### src/rtl/core/cst_pkg.sv
// ----------------------------------------------------------------------------
// cst_pkg
// Shared types, register codes and constants of the SYNC timing block.
// ----------------------------------------------------------------------------
package cst_pkg;

   // Timer tick length in microseconds.
   localparam int unsigned TICK_US = 1000;

   localparam logic [31:0] ALL_ONES = 32'hFFFF_FFFF;
   localparam logic [7:0]  CNT_MIN  = 8'd1;
   localparam logic [7:0]  CNT_MAX  = 8'd240;

   // Division by TICK_US as a multiplication by a rounded-up reciprocal.
   // With the shift 32 + ceil(log2(TICK_US)) the quotient is exact for every
   // 32-bit dividend.
   localparam int unsigned TICK_LOG = $clog2(TICK_US);
   localparam int unsigned RECIP_SH = 32 + TICK_LOG;
   localparam logic [63:0] RECIP_W  =
      ((64'd1 << RECIP_SH) + 64'(TICK_US) - 64'd1) / 64'(TICK_US);
   localparam logic [32:0] RECIP    = RECIP_W[32:0];
   localparam int unsigned PROD_W   = 65 + TICK_LOG;

   // Register indexes of the configuration port.
   typedef enum logic [2:0] {
      REG_SYNC_ID  = 3'd0,
      REG_GENERATE = 3'd1,
      REG_PERIOD   = 3'd2,
      REG_WINDOW   = 3'd3,
      REG_OVERFLOW = 3'd4
   } reg_index_type;

   // Result word contents.
   typedef struct packed {
      logic        window_closed;
      logic        sync_missing;
      logic        length_error;
      logic [7:0]  sync_value;
      logic        sync_seen;
      logic [7:0]  send_counter;
      logic        send_len;
      logic [10:0] send_id;
      logic        send_valid;
   } rsp_type;

   function automatic logic [31:0] div_tick(input logic [31:0] x);
      logic [PROD_W-1:0] prod;
      prod = PROD_W'(x) * PROD_W'(RECIP);
      return prod[RECIP_SH +: 32];
   endfunction

endpackage

### src/rtl/core/canopen_sync_timer.sv
// ----------------------------------------------------------------------------
// canopen_sync_timer
// SYNC producer/consumer timing: period countdown, synchronous window and
// rolling SYNC counter, one result word for every input word.
// ----------------------------------------------------------------------------
//  channel  | direction | contents
//  req_     | in        | tuser: kind; tdata: frame_len, frame_counter
//  rsp_     | out       | tdata: send, sync, error, timeout and window flags
//  csr_     | in        | write enable, register index, 32-bit write data
//
// One word per cycle sustained while rsp_tready does not stall the result;
// an accepted input word passes the input register, then the result register.
// The division of period and window lengths by the tick is done with one
// shared reciprocal multiplier at configuration write time.
// Reset is synchronous and restores the configuration, the timing state and
// the valid flags; the data registers of both stages are not reset.
// A stalled result register holds the input stage, which then holds req_tready
// low once it is full as well.
// ----------------------------------------------------------------------------
module canopen_sync_timer (
   input  logic        clock,
   input  logic        reset,
   input  logic        req_tvalid,
   output logic        req_tready,
   input  logic [0:0]  req_tuser,   // kind
   input  logic [15:0] req_tdata,   // frame_len[3:0], frame_counter[11:4], zero pad
   output logic        rsp_tvalid,
   input  logic        rsp_tready,
   // send_valid[0], send_id[11:1], send_len[12], send_counter[20:13],
   // sync_seen[21], sync_value[29:22], length_error[30], sync_missing[31],
   // window_closed[32], zero pad
   output logic [39:0] rsp_tdata,
   input  logic        csr_we,
   input  logic [2:0]  csr_index,
   input  logic [31:0] csr_wdata
);
   import cst_pkg::*;

   // Configuration.
   logic [10:0] sync_id_ff,    sync_id_in;
   logic        gen_ff,        gen_in;
   logic        period_nz_ff,  period_nz_in;
   logic [31:0] period_q_ff,   period_q_in;
   logic        window_nz_ff,  window_nz_in;
   logic [31:0] win_load_ff,   win_load_in;
   logic [7:0]  overflow_ff,   overflow_in;

   // Timing state.
   logic [31:0] ticks_ff,      ticks_in;
   logic [31:0] pcnt_ff,       pcnt_in;
   logic [31:0] wcnt_ff,       wcnt_in;
   logic [7:0]  next_ctr_ff,   next_ctr_in;

   // Input stage and result stage.
   logic        s1_valid_ff,   s1_valid_in;
   logic        s1_kind_ff;
   logic [3:0]  s1_len_ff;
   logic [7:0]  s1_ctr_ff;
   logic        rsp_valid_ff,  rsp_valid_in;
   rsp_type     rsp_ff,        rsp_in;

   logic        out_free;
   logic        advance;
   logic        req_fire;

   logic [31:0] wdata_q;
   logic [31:0] rl_q;
   logic        rl_period_nz;
   logic        rl_gen;
   logic [31:0] rl_t1;
   logic [31:0] rl_t2;

   logic        use_ctr;
   logic [3:0]  fr_len;
   logic [7:0]  fr_ctr;
   logic        fr_ok;
   logic        fr_lerr;
   logic [31:0] pdec;
   logic [8:0]  ctr_inc;
   reg_index_type csr_code;

   assign out_free   = !rsp_valid_ff || rsp_tready;
   assign advance    = s1_valid_ff && out_free;
   assign req_tready = !s1_valid_ff || out_free;
   assign req_fire   = req_tvalid && req_tready;
   assign rsp_tvalid = rsp_valid_ff;
   assign rsp_tdata  = {7'd0, rsp_ff};

   assign use_ctr    = overflow_ff > CNT_MIN;
   assign csr_code   = reg_index_type'(csr_index);

   // The one reciprocal multiplier serves every write.
   assign wdata_q    = div_tick(csr_wdata);

   // Period reload values, using the new register value where it is written.
   assign rl_q         = (csr_code == REG_PERIOD) ? wdata_q : period_q_ff;
   assign rl_period_nz = (csr_code == REG_PERIOD) ? (csr_wdata != 32'd0) : period_nz_ff;
   assign rl_gen       = (csr_code == REG_GENERATE) ? csr_wdata[0] : gen_ff;
   assign rl_t1        = (rl_q == 32'd0) ? 32'd1 : rl_q;
   assign rl_t2        = (rl_t1 == ALL_ONES) ? rl_t1 : rl_t1 + 32'd1;

   // Frame check: either the received frame or the one just produced.
   // Without a counter byte the accepted value is zero.
   always_comb begin
      if (s1_kind_ff) begin
         fr_len = s1_len_ff;
         fr_ctr = use_ctr ? s1_ctr_ff : 8'd0;
      end else begin
         fr_len = {3'd0, use_ctr};
         fr_ctr = use_ctr ? next_ctr_ff : 8'd0;
      end
      fr_ok   = 1'b0;
      fr_lerr = 1'b0;
      if (use_ctr) begin
         if (fr_len != 4'd1) begin
            fr_lerr = 1'b1;
         end else if (fr_ctr >= CNT_MIN && fr_ctr <= CNT_MAX) begin
            fr_ok = 1'b1;
         end
      end else begin
         if (fr_len != 4'd0) begin
            fr_lerr = 1'b1;
         end else begin
            fr_ok = 1'b1;
         end
      end
   end

   assign pdec    = pcnt_ff - 32'd1;
   assign ctr_inc = {1'b0, next_ctr_ff} + 9'd1;

   always_comb begin
      sync_id_in   = sync_id_ff;
      gen_in       = gen_ff;
      period_nz_in = period_nz_ff;
      period_q_in  = period_q_ff;
      window_nz_in = window_nz_ff;
      win_load_in  = win_load_ff;
      overflow_in  = overflow_ff;
      ticks_in     = ticks_ff;
      pcnt_in      = pcnt_ff;
      wcnt_in      = wcnt_ff;
      next_ctr_in  = next_ctr_ff;
      s1_valid_in  = req_fire || (s1_valid_ff && !out_free);
      rsp_valid_in = advance || (rsp_valid_ff && !rsp_tready);
      rsp_in       = rsp_ff;

      if (advance) begin
         rsp_in = '0;
         if (s1_kind_ff) begin
            if (fr_ok) begin
               pcnt_in           = ticks_ff;
               wcnt_in           = win_load_ff;
               rsp_in.sync_seen  = 1'b1;
               rsp_in.sync_value = fr_ctr;
            end
            rsp_in.length_error = fr_lerr;
         end else begin
            if (wcnt_ff != 32'd0) begin
               wcnt_in = wcnt_ff - 32'd1;
            end
            if (ticks_ff != 32'd0 && pcnt_ff != 32'd0) begin
               pcnt_in = pdec;
               if (pdec == 32'd0) begin
                  if (gen_ff) begin
                     if (use_ctr) begin
                        next_ctr_in = (ctr_inc > {1'b0, overflow_ff}) ? CNT_MIN
                                                                     : ctr_inc[7:0];
                     end
                     rsp_in.send_valid   = 1'b1;
                     rsp_in.send_id      = sync_id_ff;
                     rsp_in.send_len     = use_ctr;
                     rsp_in.send_counter = fr_ctr;
                     // A produced counter outside the valid range is sent but
                     // not taken as a SYNC, so the countdown stays at zero.
                     if (fr_ok) begin
                        pcnt_in           = ticks_ff;
                        wcnt_in           = win_load_ff;
                        rsp_in.sync_seen  = 1'b1;
                        rsp_in.sync_value = fr_ctr;
                     end
                  end else begin
                     pcnt_in             = ticks_ff;
                     rsp_in.sync_missing = 1'b1;
                  end
               end
            end
         end
         rsp_in.window_closed = window_nz_ff && (wcnt_in == 32'd0);
      end

      if (csr_we) begin
         case (csr_code)
            REG_SYNC_ID:  sync_id_in  = csr_wdata[10:0];
            REG_GENERATE: gen_in      = csr_wdata[0];
            REG_PERIOD: begin
               period_nz_in = csr_wdata != 32'd0;
               period_q_in  = wdata_q;
            end
            REG_WINDOW: begin
               window_nz_in = csr_wdata != 32'd0;
               win_load_in  = (wdata_q == ALL_ONES) ? ALL_ONES : wdata_q + 32'd1;
            end
            REG_OVERFLOW: overflow_in = csr_wdata[7:0];
            default: ;
         endcase
         if (csr_code == REG_SYNC_ID || csr_code == REG_GENERATE ||
             csr_code == REG_PERIOD || csr_code == REG_OVERFLOW) begin
            if (csr_code != REG_PERIOD) begin
               next_ctr_in = CNT_MIN;
            end
            if (!rl_period_nz) begin
               ticks_in    = 32'd0;
               pcnt_in     = ALL_ONES;
               next_ctr_in = CNT_MIN;
            end else if (rl_gen) begin
               ticks_in = rl_t1;
               pcnt_in  = 32'd1;
            end else begin
               ticks_in = rl_t2;
               pcnt_in  = rl_t2;
            end
         end
      end
   end

   always_ff @(posedge clock) begin
      if (reset) begin
         sync_id_ff   <= 11'd128;
         gen_ff       <= 1'b0;
         period_nz_ff <= 1'b0;
         period_q_ff  <= 32'd0;
         window_nz_ff <= 1'b0;
         win_load_ff  <= 32'd1;
         overflow_ff  <= 8'd0;
         ticks_ff     <= 32'd0;
         pcnt_ff      <= ALL_ONES;
         wcnt_ff      <= 32'd0;
         next_ctr_ff  <= CNT_MIN;
         s1_valid_ff  <= 1'b0;
         rsp_valid_ff <= 1'b0;
      end else begin
         sync_id_ff   <= sync_id_in;
         gen_ff       <= gen_in;
         period_nz_ff <= period_nz_in;
         period_q_ff  <= period_q_in;
         window_nz_ff <= window_nz_in;
         win_load_ff  <= win_load_in;
         overflow_ff  <= overflow_in;
         ticks_ff     <= ticks_in;
         pcnt_ff      <= pcnt_in;
         wcnt_ff      <= wcnt_in;
         next_ctr_ff  <= next_ctr_in;
         s1_valid_ff  <= s1_valid_in;
         rsp_valid_ff <= rsp_valid_in;
      end
   end

   always_ff @(posedge clock) begin
      if (req_fire) begin
         s1_kind_ff <= req_tuser[0];
         s1_len_ff  <= req_tdata[3:0];
         s1_ctr_ff  <= req_tdata[11:4];
      end
      rsp_ff <= rsp_in;
   end

`ifndef SYNTH
   a_stall_cause: assert property (@(posedge clock) disable iff (reset)
      !req_tready |-> s1_valid_ff && rsp_valid_ff && !rsp_tready)
      else $error("input stalled without a full pipeline");

   a_send_or_missing: assert property (@(posedge clock) disable iff (reset)
      rsp_valid_ff |-> !(rsp_ff.send_valid && rsp_ff.sync_missing))
      else $error("produced SYNC and timeout in the same word");

   a_seen_or_error: assert property (@(posedge clock) disable iff (reset)
      rsp_valid_ff |-> !(rsp_ff.sync_seen && rsp_ff.length_error))
      else $error("accepted SYNC flagged with a length error");

   a_value_needs_seen: assert property (@(posedge clock) disable iff (reset)
      rsp_valid_ff && !rsp_ff.sync_seen |-> rsp_ff.sync_value == 8'd0)
      else $error("SYNC value without an accepted SYNC");

   a_counter_nonzero: assert property (@(posedge clock) disable iff (reset)
      next_ctr_ff != 8'd0)
      else $error("rolling counter reached zero");
`endif

endmodule
### config.mk
export PLATFORM = sky130hd
export DESIGN_NAME = canopen_sync_timer
export DESIGN_NICKNAME = d
export VERILOG_FILES = /design/src/rtl/core/cst_pkg.sv /design/src/rtl/core/canopen_sync_timer.sv
export SDC_FILE = /design/constraint.sdc
export NUM_CORES = 2
export LEC_CHECK = 0
export ABC_CLOCK_PERIOD_IN_PS = 29400
export BUFFER_PORTS_ARGS = -buffer_cell sky130_fd_sc_hd__buf_2
export CAP_MARGIN = 10
export CORE_MARGIN = 10
export CORE_UTILIZATION = 50
export DETAILED_ROUTE_END_ITERATION = 16
export PLACE_DENSITY_LB_ADDON = 0.2
export SETUP_SLACK_MARGIN = 0.3
export SYNTH_ARGS = -nofsm -noshare
export SYNTH_HDL_FRONTEND = slang
export SYNTH_SLANG_ARGS = --single-unit
### constraint.sdc
create_clock -name clock -period 29.4 [get_ports clock]
set_input_delay 4.41 -clock clock [delete_from_list [all_inputs] [get_ports clock]]
set_output_delay 4.41 -clock clock [all_outputs]
set_load 0.01 [all_outputs]
==> impl_metrics.csv <==
group,metric,value,unit
routing,route.final.wire_length,91.9,mm
timing,tns,0,ns
layout,nets,4355,
routing,drc,0,
critical_path,r2r-start,"pcnt_ff[5]$_SDFF_PP1_",
synthesis,async_reset_ff_share,0,%
timing,rsz0062_at_grt,"no",
critical_path,rr_endpoint,"rsp_tdata[32]$_DFFE_PP_",
layout,drive_above_1_share,5.98,%
timing,setup_viol,0,
clocking,h-tree-depth,1,
clocking,cts_made_buffers,24,
grt,grt_pass1_wl,147,mm
timing,hold_viol_final,0,
routing,post_drt_wl_per_cell,21.0,um
floorplanning,fp.coreArea,60100,um^2
placement,port_buffers,87,
timing,drv_slew,0,
min_path,hold_path.class,"reg2reg",
synthesis,post-synth-top-count-cell,"inv_1",
synthesis,synth_cells,3585,
synthesis,ys_ff_latch,230,
clocking,insertion_delay,0.54,ns
min_path,whs_path_depth,2,
min_path,worstHoldStart,"sync_id_ff[1]$_SDFFE_PP0P_",
synthesis,synthXorXnorAreaFrac,3.04,%
run_status,status,"finished clean",
synthesis,synth_fa_ha_area_share,37.0,%
timing,finalClockSkew,0.00806,ns
timing,relSlewSlack,25.4,%
critical_path,crit_required,29.84,ns
layout,syn_to_final_growth,6.36,%
critical_path,worstPathArrival,15.66,ns
critical_path,critPathLaunchType,"input port",
critical_path,crit_top_cell,"inv_1",
critical_path,reg2reg_slack,23.47,ns
floorplanning,rows,90,
floorplanning,ios,99,
routing,ant_nets,0,
routing,vias,26030,
critical_path,cp-end-kind,"register",
critical_path,cp_slowest_cell,"nor3_1",
synthesis,synth_enable_flop_cells,46,
synthesis,synth_ff_type,"dfxtp_1",
synthesis,ys_warn_count,0,
routing,dr.pass1.iters,5,
clocking,clock-sinks,230,
layout,fin_area,32200,um^2
floorplanning,die-height,266,um
placement,dp_hpwl,72.6,mm
floorplanning,initial_core_util,50.4,%
placement,gp_congestion,0.967,
grt,grt_overflow,0,
routing,avgViaCountPerCell,5.94,
clocking,cts-resized-gates,0,
critical_path,cpPeakStageDelay,0.83,ns
clocking,post_cts_buffers,0,
grt,antenna_found_initial,0,
clocking,cts_tree,"done",
floorplanning,dieArea,70900,um^2
timing,period_minus_slack,15.22,ns
synthesis,synth_mux_area_share,1.41,%
synthesis,avgSynthCellArea,8.45,um^2
synthesis,synthTopCellsByArea,"fa_1 20%, ha_1 17%, dfxtp_1 12%",
critical_path,reg2reg_depth,14,
synthesis,synth_top_family_by_area,"adder cells",
synthesis,synth_top_area_share,19.7,%
clocking,clk_pin_slew,0.06,ns
synthesis,synth_top_area_cell,"fa_1",
placement,placed_cell_area,31400,um^2
synthesis,synthesis.area,30300,um^2
layout,fillers,5751,
grt,grt_pass1_vias,25775,
layout,num_antenna_cells,0,
clocking,ctsHoldBuffers,0,
timing,worstMarginPinSlew,1.11,ns
grt,grt_max_degree,87,
synthesis,synth-simple-area-share,17.5,%
timing,period_share,51.8,%
routing,drt-initial-drc-count,2275,
layout,utilization,53.6,%
synthesis,synth_commonest_cells,"557 x inv_1, 419 x ha_1, 315 x nand2_1, 298 x fa_1, 228 x nor2_1",
grt,globalRouteTotalUtil,25.9,%
job,maxCapViolations,0,
synthesis,ys_seq_area_share,16.7,%
min_path,hold_path_end,"sync_id_ff[1]$_SDFFE_PP0P_",
synthesis,ys_types,98,
timing,clock.fmax,0.0657,GHz
clocking,cts-root-buf,"clkbuf_16",
synthesis,synth_compound_area_share,15.3,%
critical_path,crit_fanout,10,
clocking,clk_path_buf_depth,3,
critical_path,crit_type,"in2reg",
floorplanning,die_w,266,um
registers in the layout, indices dropped and copies added, names as in the netlist:
name          cells
rsp_tdata        33
pcnt_ff          32
period_q_ff      32
ticks_ff         32
wcnt_ff          32
win_load_ff      24
sync_id_ff       11
next_ctr_ff       8
overflow_ff       8
s1_ctr_ff         8
s1_len_ff         4
gen_ff            1
period_nz_ff      1
rsp_tvalid        1
s1_kind_ff        1
s1_valid_ff       1
window_nz_ff      1
worst max path at each step:
| stage | startpoint | to | slack [ns] |
|---|---|---|---|
| after detailed placement | csr_wdata[24] | pcnt_ff[28]$_SDFF_PP1_ | 13.86 |
| after global placement | csr_wdata[24] | ticks_ff[30]$_SDFFE_PP0P_ | 13.82 |
| after CTS | csr_wdata[24] | pcnt_ff[28]$_SDFF_PP1_ | 14.35 |
| after floorplan | csr_wdata[23] | ticks_ff[26]$_SDFFE_PP0P_ | 16.16 |
| final | csr_wdata[25] | pcnt_ff[28]$_SDFF_PP1_ | 14.18 |
| after global routing | csr_wdata[25] | pcnt_ff[28]$_SDFF_PP1_ | 13.27 |
critical path, delay by kind of cell:
| family | cells | cell delay, ns |
|---|---|---|
| xor gates and xnor gates | 1 | 0.26 |
| AOI/OAI and AO/OA | 4 | 1.35 |
| buffers and inverters | 8 | 0.91 |
| and+or+nand+nor | 10 | 3.71 |
| muxes | 1 | 0.52 |
| adders and majority gates | 10 | 4.51 |
cell families after synthesis:
group | Yosys count
AND/OR/NAND/NOR | 1055
adder cells (fa/ha/maj) | 717
AO/OA/AOI/OAI | 720
other | 1
buffers and inverters | 717
multiplexers | 42
XOR/XNOR | 103
flip-flops | 230
stage by stage:
stage,setup slack (ns),hold slack (ns),std cells
2_1_floorplan,16.16,0.427,3591
3_3_place_gp,13.82,0.437,4337
3_5_place_dp,13.86,0.442,4337
4_1_cts,14.35,0.451,4380
5_1_grt,13.27,0.467,4380
6_report,14.18,0.451,4380
cell usage in the layout, fill, tap and decap left out, types with 32 or more instances in the layout:
cell type,instances
nor2_1,227
a211oi_1,32
o211ai_1,52
o21ai_0,173
and3_1,35
a21oi_1,221
nand4_1,65
buf_4,37
xnor2_1,54
mux2i_1,35
nor4_1,53
nand3_1,91
buf_2,86
edfxtp_1,46
dfxtp_1,184
inv_1,556
and2_1,34
fa_1,298
xor2_1,48
nor3_1,53
nand2_1,315
ha_1,419
per-layer routing:
metal  routed length [um]  vias to the layer above  share of wire, %  track usage (%)
met3                 5580                      160               6.1             2.63
met4                 3500                        0               3.8             9.56
li1                     -                    12351                 -                -
met1                39700                    12600                43             34.1
met2                43200                      919                47             43.3
met5                    0                        -                 0                0
area by class of cell:
| cell class | instances | area [um^2] | area share [%] |
|---|---|---|---|
| clock inverters | 11 | 114 | 0.353 |
| clock buffers | 32 | 682 | 2.12 |
| flip-flops and latches | 230 | 5060 | 15.7 |
| well taps | 782 | 978 | 3.04 |
| multi-input cells | 2644 | 22600 | 70.1 |
| repair buffers | 123 | 708 | 2.20 |
| inverters | 558 | 2090 | 6.50 |
Power is left out: the tool's default activity adds up to more than one toggle a clock period on the data nets, which glitch-free logic cannot reach.
